[src/design/ttx_time_pkg.sv]
`default_nettype none

package ttx_time_pkg;

    typedef enum logic [2:0] {
        ST_OK         = 3'd0,
        ST_BAD_DAY    = 3'd1,
        ST_BAD_TIME   = 3'd2,
        ST_BEYOND_DAY = 3'd3,
        ST_ZONE_RANGE = 3'd4
    } status_t;

    localparam int MJD_UNIX_EPOCH  = 40587;
    localparam int SECONDS_PER_DAY = 86400;
    localparam int SECS_PER_HOUR   = 3600;
    localparam int SECS_PER_MINUTE = 60;
    localparam int SECS_PER_COUNT  = 900;
    localparam int HOURS_PER_DAY   = 24;
    localparam int ZONE_COUNT_MAX  = 48;
    localparam int ZONE_LIMIT      = 43200;
    localparam int ZONE_WEST_BIT   = 6;
    localparam logic [7:0] ZONE_COUNT_MASK = 8'h3E;

    localparam logic [3:0] DIGIT_MAX_DEC = 4'd9;
    localparam logic [3:0] DIGIT_MAX_HT  = 4'd2;
    localparam logic [3:0] DIGIT_MAX_MS  = 4'd5;

    // nibble carries digit + 1; zero or above max + 1 is bad
    function automatic logic digit_ok(input logic [3:0] nib, input logic [3:0] max_digit);
        digit_ok = (nib != 4'd0) && ((nib - 4'd1) <= max_digit);
    endfunction

    function automatic logic [3:0] digit_of(input logic [3:0] nib);
        digit_of = nib - 4'd1;
    endfunction

endpackage

`default_nettype wire

[src/design/teletext_time_packet_decode.sv]
// Teletext time packet decoder, four register stages.
// An accepted item passes through stages 1, 2, 3 and 4 in order; out_valid is the stage 4 valid.
// Throughput: one item per cycle while out_stall is low; the output stage is a
// register, so an item moves forward into any empty stage while the result waits at the output.
// Reset (rst_n low, asynchronous) empties all stages; payload is not reset.
`default_nettype none

module teletext_time_packet_decode (
    input  wire  logic                 clk,
    input  wire  logic                 rst_n,
    input  wire  logic                 in_valid,
    output logic                       in_stall,
    input  wire  logic [7:0]           zone_byte,
    input  wire  logic [7:0]           day_top,
    input  wire  logic [7:0]           day_mid,
    input  wire  logic [7:0]           day_low,
    input  wire  logic [7:0]           hour_byte,
    input  wire  logic [7:0]           minute_byte,
    input  wire  logic [7:0]           second_byte,
    output logic                       out_valid,
    input  wire  logic                 out_stall,
    output logic [2:0]                 status,
    output logic signed [33:0]         epoch_seconds,
    output logic signed [16:0]         zone_offset
);
    import ttx_time_pkg::*;

    // stage valids and advance enables
    logic v1_reg, v2_reg, v3_reg, v4_reg;
    logic adv1, adv2, adv3, adv4;

    // stage 1: digit checks and decimal values
    status_t     st1_reg, st1_next;
    logic [16:0] mjd1_reg, mjd1_next;
    logic [4:0]  hours1_reg, hours1_next;
    logic [5:0]  mins1_reg, mins1_next;
    logic [5:0]  secs1_reg, secs1_next;
    logic [5:0]  count1_reg, count1_next;
    logic        west1_reg, west1_next;

    // stage 2: day offset, time of day, zone offset
    status_t            st2_reg, st2_next;
    logic signed [17:0] dday2_reg, dday2_next;
    logic [16:0]        tod2_reg, tod2_next;
    logic signed [16:0] zone2_reg, zone2_next;

    // stage 3: day seconds product
    status_t            st3_reg;
    logic signed [34:0] prod3_reg, prod3_next;
    logic [16:0]        tod3_reg;
    logic signed [16:0] zone3_reg;

    // stage 4: output
    status_t            st4_reg;
    logic signed [33:0] epoch4_reg, epoch4_next;
    logic signed [16:0] zone4_reg, zone4_next;

    assign adv4     = !v4_reg || !out_stall;
    assign adv3     = !v3_reg || adv4;
    assign adv2     = !v2_reg || adv3;
    assign adv1     = !v1_reg || adv2;
    assign in_stall = !adv1;

    always_comb
    begin
        logic [3:0] d0, d1, d2, d3, d4, t0, t1, t2, t3, t4, t5;
        logic       day_good, time_good;
        d0 = day_top[3:0];
        d1 = day_mid[7:4];
        d2 = day_mid[3:0];
        d3 = day_low[7:4];
        d4 = day_low[3:0];
        t0 = hour_byte[7:4];
        t1 = hour_byte[3:0];
        t2 = minute_byte[7:4];
        t3 = minute_byte[3:0];
        t4 = second_byte[7:4];
        t5 = second_byte[3:0];
        day_good  = digit_ok(d0, DIGIT_MAX_DEC) && digit_ok(d1, DIGIT_MAX_DEC)
                 && digit_ok(d2, DIGIT_MAX_DEC) && digit_ok(d3, DIGIT_MAX_DEC)
                 && digit_ok(d4, DIGIT_MAX_DEC);
        time_good = digit_ok(t0, DIGIT_MAX_HT) && digit_ok(t1, DIGIT_MAX_DEC)
                 && digit_ok(t2, DIGIT_MAX_MS) && digit_ok(t3, DIGIT_MAX_DEC)
                 && digit_ok(t4, DIGIT_MAX_MS) && digit_ok(t5, DIGIT_MAX_DEC);

        mjd1_next   = {13'd0, digit_of(d0)} * 17'd10000
                    + {13'd0, digit_of(d1)} * 17'd1000
                    + {13'd0, digit_of(d2)} * 17'd100
                    + {13'd0, digit_of(d3)} * 17'd10
                    + {13'd0, digit_of(d4)};
        hours1_next = {1'b0, digit_of(t0)} * 5'd10 + {1'b0, digit_of(t1)};
        mins1_next  = {2'b0, digit_of(t2)} * 6'd10 + {2'b0, digit_of(t3)};
        secs1_next  = {2'b0, digit_of(t4)} * 6'd10 + {2'b0, digit_of(t5)};
        count1_next = 6'(zone_byte & ZONE_COUNT_MASK);
        west1_next  = zone_byte[ZONE_WEST_BIT];

        priority if (!day_good)
            st1_next = ST_BAD_DAY;
        else if (!time_good)
            st1_next = ST_BAD_TIME;
        else if (hours1_next >= 5'(HOURS_PER_DAY))
            st1_next = ST_BEYOND_DAY;
        else if (count1_next > 6'(ZONE_COUNT_MAX))
            st1_next = ST_ZONE_RANGE;
        else
            st1_next = ST_OK;
    end

    always_comb
    begin
        logic [16:0] zmag;
        st2_next   = st1_reg;
        dday2_next = $signed({1'b0, mjd1_reg}) - $signed(18'(MJD_UNIX_EPOCH));
        tod2_next  = 17'(hours1_reg) * 17'(SECS_PER_HOUR)
                   + 17'(mins1_reg) * 17'(SECS_PER_MINUTE)
                   + 17'(secs1_reg);
        zmag       = 17'(count1_reg) * 17'(SECS_PER_COUNT);
        zone2_next = west1_reg ? -$signed(zmag) : $signed(zmag);
    end

    assign prod3_next = 35'(dday2_reg) * 35'sd86400;

    always_comb
    begin
        if (st3_reg == ST_OK)
        begin
            epoch4_next = 34'(prod3_reg + $signed({18'd0, tod3_reg}));
            zone4_next  = zone3_reg;
        end
        else
        begin
            epoch4_next = '0;
            zone4_next  = '0;
        end
    end

    always_ff @(posedge clk or negedge rst_n)
    begin
        if (!rst_n)
        begin
            v1_reg <= 1'b0;
            v2_reg <= 1'b0;
            v3_reg <= 1'b0;
            v4_reg <= 1'b0;
        end
        else
        begin
            if (adv1)
                v1_reg <= in_valid;
            if (adv2)
                v2_reg <= v1_reg;
            if (adv3)
                v3_reg <= v2_reg;
            if (adv4)
                v4_reg <= v3_reg;
        end
    end

    always_ff @(posedge clk)
    begin
        if (adv1 && in_valid)
        begin
            st1_reg    <= st1_next;
            mjd1_reg   <= mjd1_next;
            hours1_reg <= hours1_next;
            mins1_reg  <= mins1_next;
            secs1_reg  <= secs1_next;
            count1_reg <= count1_next;
            west1_reg  <= west1_next;
        end
        if (adv2 && v1_reg)
        begin
            st2_reg   <= st2_next;
            dday2_reg <= dday2_next;
            tod2_reg  <= tod2_next;
            zone2_reg <= zone2_next;
        end
        if (adv3 && v2_reg)
        begin
            st3_reg   <= st2_reg;
            prod3_reg <= prod3_next;
            tod3_reg  <= tod2_reg;
            zone3_reg <= zone2_reg;
        end
        if (adv4 && v3_reg)
        begin
            st4_reg    <= st3_reg;
            epoch4_reg <= epoch4_next;
            zone4_reg  <= zone4_next;
        end
    end

    assign out_valid     = v4_reg;
    assign status        = st4_reg;
    assign epoch_seconds = epoch4_reg;
    assign zone_offset   = zone4_reg;

`ifndef SYNTHESIS
    a_err_zero: assert property (@(posedge clk) disable iff (!rst_n)
        out_valid && (st4_reg != ST_OK) |-> (epoch4_reg == '0) && (zone4_reg == '0))
        else $error("nonzero result with error status");

    a_zone_range: assert property (@(posedge clk) disable iff (!rst_n)
        out_valid && (st4_reg == ST_OK)
            |-> (zone4_reg <= 17'sd43200) && (zone4_reg >= -17'sd43200))
        else $error("zone offset out of range");

    a_stall_full: assert property (@(posedge clk) disable iff (!rst_n)
        in_stall |-> v1_reg && v2_reg && v3_reg && v4_reg && out_stall)
        else $error("input stalled with a free stage");

    a_beyond_day: assert property (@(posedge clk) disable iff (!rst_n)
        v2_reg && (st2_reg == ST_OK) |-> (tod2_reg < 17'(SECONDS_PER_DAY)))
        else $error("accepted time of day beyond one day");
`endif

endmodule

`default_nettype wire

[config.mk]
export PLATFORM = sky130hd
export DESIGN_NAME = teletext_time_packet_decode
export DESIGN_NICKNAME = d
export VERILOG_FILES = /design/src/design/ttx_time_pkg.sv /design/src/design/teletext_time_packet_decode.sv
export SDC_FILE = /design/constraint.sdc
export NUM_CORES = 1
export LEC_CHECK = 0
export BUFFER_PORTS_ARGS = -buffer_cell sky130_fd_sc_hd__buf_2
export CAP_MARGIN = 5
export CORE_MARGIN = 2
export CORE_UTILIZATION = 44
export DETAILED_ROUTE_END_ITERATION = 16
export PLACE_DENSITY = 0.64
export SLEW_MARGIN = 15
export SYNTH_ARGS = -nofsm -noshare
export SYNTH_HDL_FRONTEND = slang
export SYNTH_SLANG_ARGS = --single-unit
[constraint.sdc]
create_clock -name clk -period 5.3 [get_ports clk]
set_clock_uncertainty 0.15 [all_clocks]
set_input_delay 0.53 -clock clk [delete_from_list [all_inputs] [get_ports clk]]
set_output_delay 0.53 -clock clk [all_outputs]
set_load 0.005 [all_outputs]
==> results.py <==
metrics = {
    "outcome": {
        "status": "finished clean",
    },
    "timing": {
        "worst_slack_ns": 0.276,
        "post-route-min-period_ns": 5.02,
        "clock.fmax_mhz": 199,
        "rsz0062_at_grt": "no",
        "hold_slack_ns": 0.0472,
        "finalCritPeriodShare": 0.948,
        "worst_pin_slew_ns": 0.999,
        "finalHoldViolCount": 0,
        "slew-limit-headroom": 0.334,
        "drv_slew": 0,
        "setup_viol": 0,
    },
    "floorplan": {
        "pin_count": 116,
        "num_rows": 72,
        "dieWidth_um": 203,
        "core_area_um2": 38900,
        "die-area_um2": 41200,
        "die_h_um": 203,
        "initial_core_util": 0.448,
    },
    "cts": {
        "clk_latency_ns": 0.53,
        "clock_path_buffers": 3,
        "path_clk_slew_ns": 0.06,
        "cts_buffers": 24,
        "clock-sinks": 211,
        "clockRootBuffer": "clkbuf_16",
        "htree_levels": 1,
        "cts_tree": "yes",
    },
    "placement": {
        "place_ws_ns": -0.264,
        "gp_congestion": 0.841,
        "placed_cell_area_um2": 19100,
        "place_inst": 2252,
        "portBuffers": 106,
        "dpl.hpwl_um": 24500,
    },
    "cells_and_area": {
        "final_nets": 2209,
        "drive_gt1_frac": 0.134,
        "stdcell_count": 2301,
        "area_growth_pct": 14.1,
        "largest_reg_flops": 34,
        "diodes": 0,
        "fin_area_um2": 19900,
    },
    "synthesis": {
        "synth-main-ff-cell": "edfxtp_1",
        "syn_inst": 1590,
        "yosysWarningCount": 0,
        "avgSynthCellArea_um2": 11.0,
        "synth_edf_count": 207,
        "synth_cell_type_count": 69,
        "ys_ff_latch": 211,
        "synth_area_um2": 17400,
        "ys_seq_area_frac": 0.362,
        "synthArstFlopShare": 0.0190,
    },
    "drt": {
        "dr.pass1.iters": 5,
        "initialDrtViolationCount": 384,
        "via_count": 11051,
        "ant_nets": 0,
        "wl_per_cell_um": 12.8,
        "wl_um": 29500,
        "viasPerCell": 4.80,
        "remaining_drc_errors": 0,
    },
    "global_routing": {
        "grt_pass1_vias": 11062,
        "grt_pass1_wl_um": 50400,
        "antenna_found_initial": 0,
        "grt_use_total": 0.146,
        "grt_overflow_total": 0,
        "grt_max_degree": 55,
    },
    "critical_path": {
        "path_max_fanout": 4,
        "worstPathArrival_ns": 5.14,
        "endpoint_kind": "flip-flop",
        "cp_data_required_time_ns": 5.41,
        "crit_type": "in -> reg",
        "start_kind": "primary input",
    },
    "job": {
        "drv_cap": 0,
    },
    "worst_hold_path": {
        "min_path_type": "in -> reg",
    },
}
[worst max-delay path, stage by stage]
cell	delay [ns]
buf_2	0.13
clkinvlp_4	0.12
ha_4	0.19
xor2_4	0.21
inv_2	0.07
fa_1	0.54
inv_2	0.06
fa_1	0.53
inv_2	0.05
ha_4	0.25
a21oi_2	0.17
o21bai_1	0.14
a211oi_2	0.25
o21bai_1	0.12
xor2_1	0.16
ha_1	0.34
ha_4	0.29
ha_4	0.21
inv_4	0.06
nor3_2	0.04
and2_1	0.15
o31a_1	0.28
a211oi_2	0.16
xnor2_1	0.09
[layer usage]
| layer | vias up | part of all wire | GRT usage | wire [µm] |
|---|---|---|---|---|
| met5 | - | 0 | 0 | 0 |
| met4 | 0 | 0.017 | 0.0344 | 512 |
| met3 | 40 | 0.028 | 0.0173 | 825 |
| met2 | 119 | 0.47 | 0.251 | 13900 |
| met1 | 5122 | 0.48 | 0.196 | 14200 |
| li1 | 5770 | - | - | - |
[through the flow]
stage                     TNS [ns]   util
after CTS                        0  0.510
after detailed placement    -0.756  0.490
after global placement      -0.363  0.490
after global routing             0  0.511
after floorplan                  0      -
final                            0  0.511
[final timing paths]
kind,slack (ns),depth (start not counted),startpoint,to
worst max-delay path,0.28,24,day_mid[4],mjd1_reg[16]$_DFFE_PP_
worst min-delay path,0.05,1,zone_byte[2],count1_reg[2]$_DFFE_PP_
worst max register to register,0.28,14,dday2_reg[3]$_DFFE_PP_,prod3_reg[33]$_DFFE_PP_
worst min register to register,0.25,0,tod2_reg[9]$_DFFE_PP_,tod3_reg[9]$_DFFE_PP_
max in group asynchronous,4.67,2,rst_n,v3_reg$_DFFE_PN0P_
min in group asynchronous,0.21,2,rst_n,v1_reg$_DFFE_PN0N_
[layout by cell type, fill, tap and decap left out, drive strengths merged, types with 7 or more instances in the layout]
cell type / n
nand3: 23
fa: 95
nand2: 56
nand2b: 11
nor4: 9
o31ai: 7
nor2: 77
a21o: 19
a21boi: 7
buf: 161
nor3: 25
o21bai: 17
clkinv: 11
xnor2: 92
a21oi: 84
xor2: 52
inv: 283
edfxtp: 207
o21a: 12
a211oi: 19
nand4: 9
o21ai: 47
clkbuf: 29
ha: 289
or3: 15
and2: 32
nor2b: 17
[synthesized netlist by cell type (all sizes together), types with 6 or more instances]
master | instances | area share
nor3 | 25 | 0.0072
xnor2 | 92 | 0.046
o21a | 12 | 0.0052
buf | 6 | 0.0029
a21oi | 84 | 0.024
or3 | 15 | 0.0054
ha | 289 | 0.21
clkbuf | 10 | 0.0022
a31oi | 6 | 0.0025
o211ai | 6 | 0.0026
fa | 95 | 0.11
inv | 284 | 0.061
nand3 | 23 | 0.0069
and2 | 32 | 0.012
o21bai | 17 | 0.0073
a21boi | 7 | 0.0030
nor2 | 77 | 0.017
o31ai | 7 | 0.0041
o21ai | 47 | 0.013
nand2 | 56 | 0.012
xor2 | 52 | 0.026
nand2b | 11 | 0.0039
nor2b | 17 | 0.0061
a21o | 19 | 0.0082
nor4 | 9 | 0.0041
edfxtp | 207 | 0.36
a211oi | 19 | 0.0085
nand4 | 9 | 0.0032
and3 | 6 | 0.0022
[repair_timing]
| item | CTS | global route |
|---|---|---|
| gates resized for setup | 0 | 4 |
| endpoints found under the hold margin | 5 | 0 |
| endpoints found under the setup margin | 0 | 3 |
| buffers inserted | 0 | 3 |
| hold buffers | 2 | 0 |
[final cells by class]
class / count / area, µm²
Clock inverter: 15 / 130
Tap cell: 518 / 648
Fill cell: 3490 / 19000
Timing Repair Buffer: 163 / 963
Sequential cell: 211 / 6320
Inverter: 284 / 1070
Multi-Input combinational cell: 1081 / 10100
Clock buffer: 29 / 619
[cell families (layout without fill, tap and decap cells)]
kind of cell,Yosys count,after routing,synth area share
xor+xnor,144,144,0.0724
simple gates,297,297,0.0866
buf+inv,300,491,0.0662
compound gates,249,249,0.0935
mux,4,4,0.00230
other cells,1,3,0.000215
flops,211,211,0.362
fa+ha+maj,384,384,0.317
Power is not shown: default switching activity piles up to over one toggle a cycle in this logic, so the estimate is an artifact.
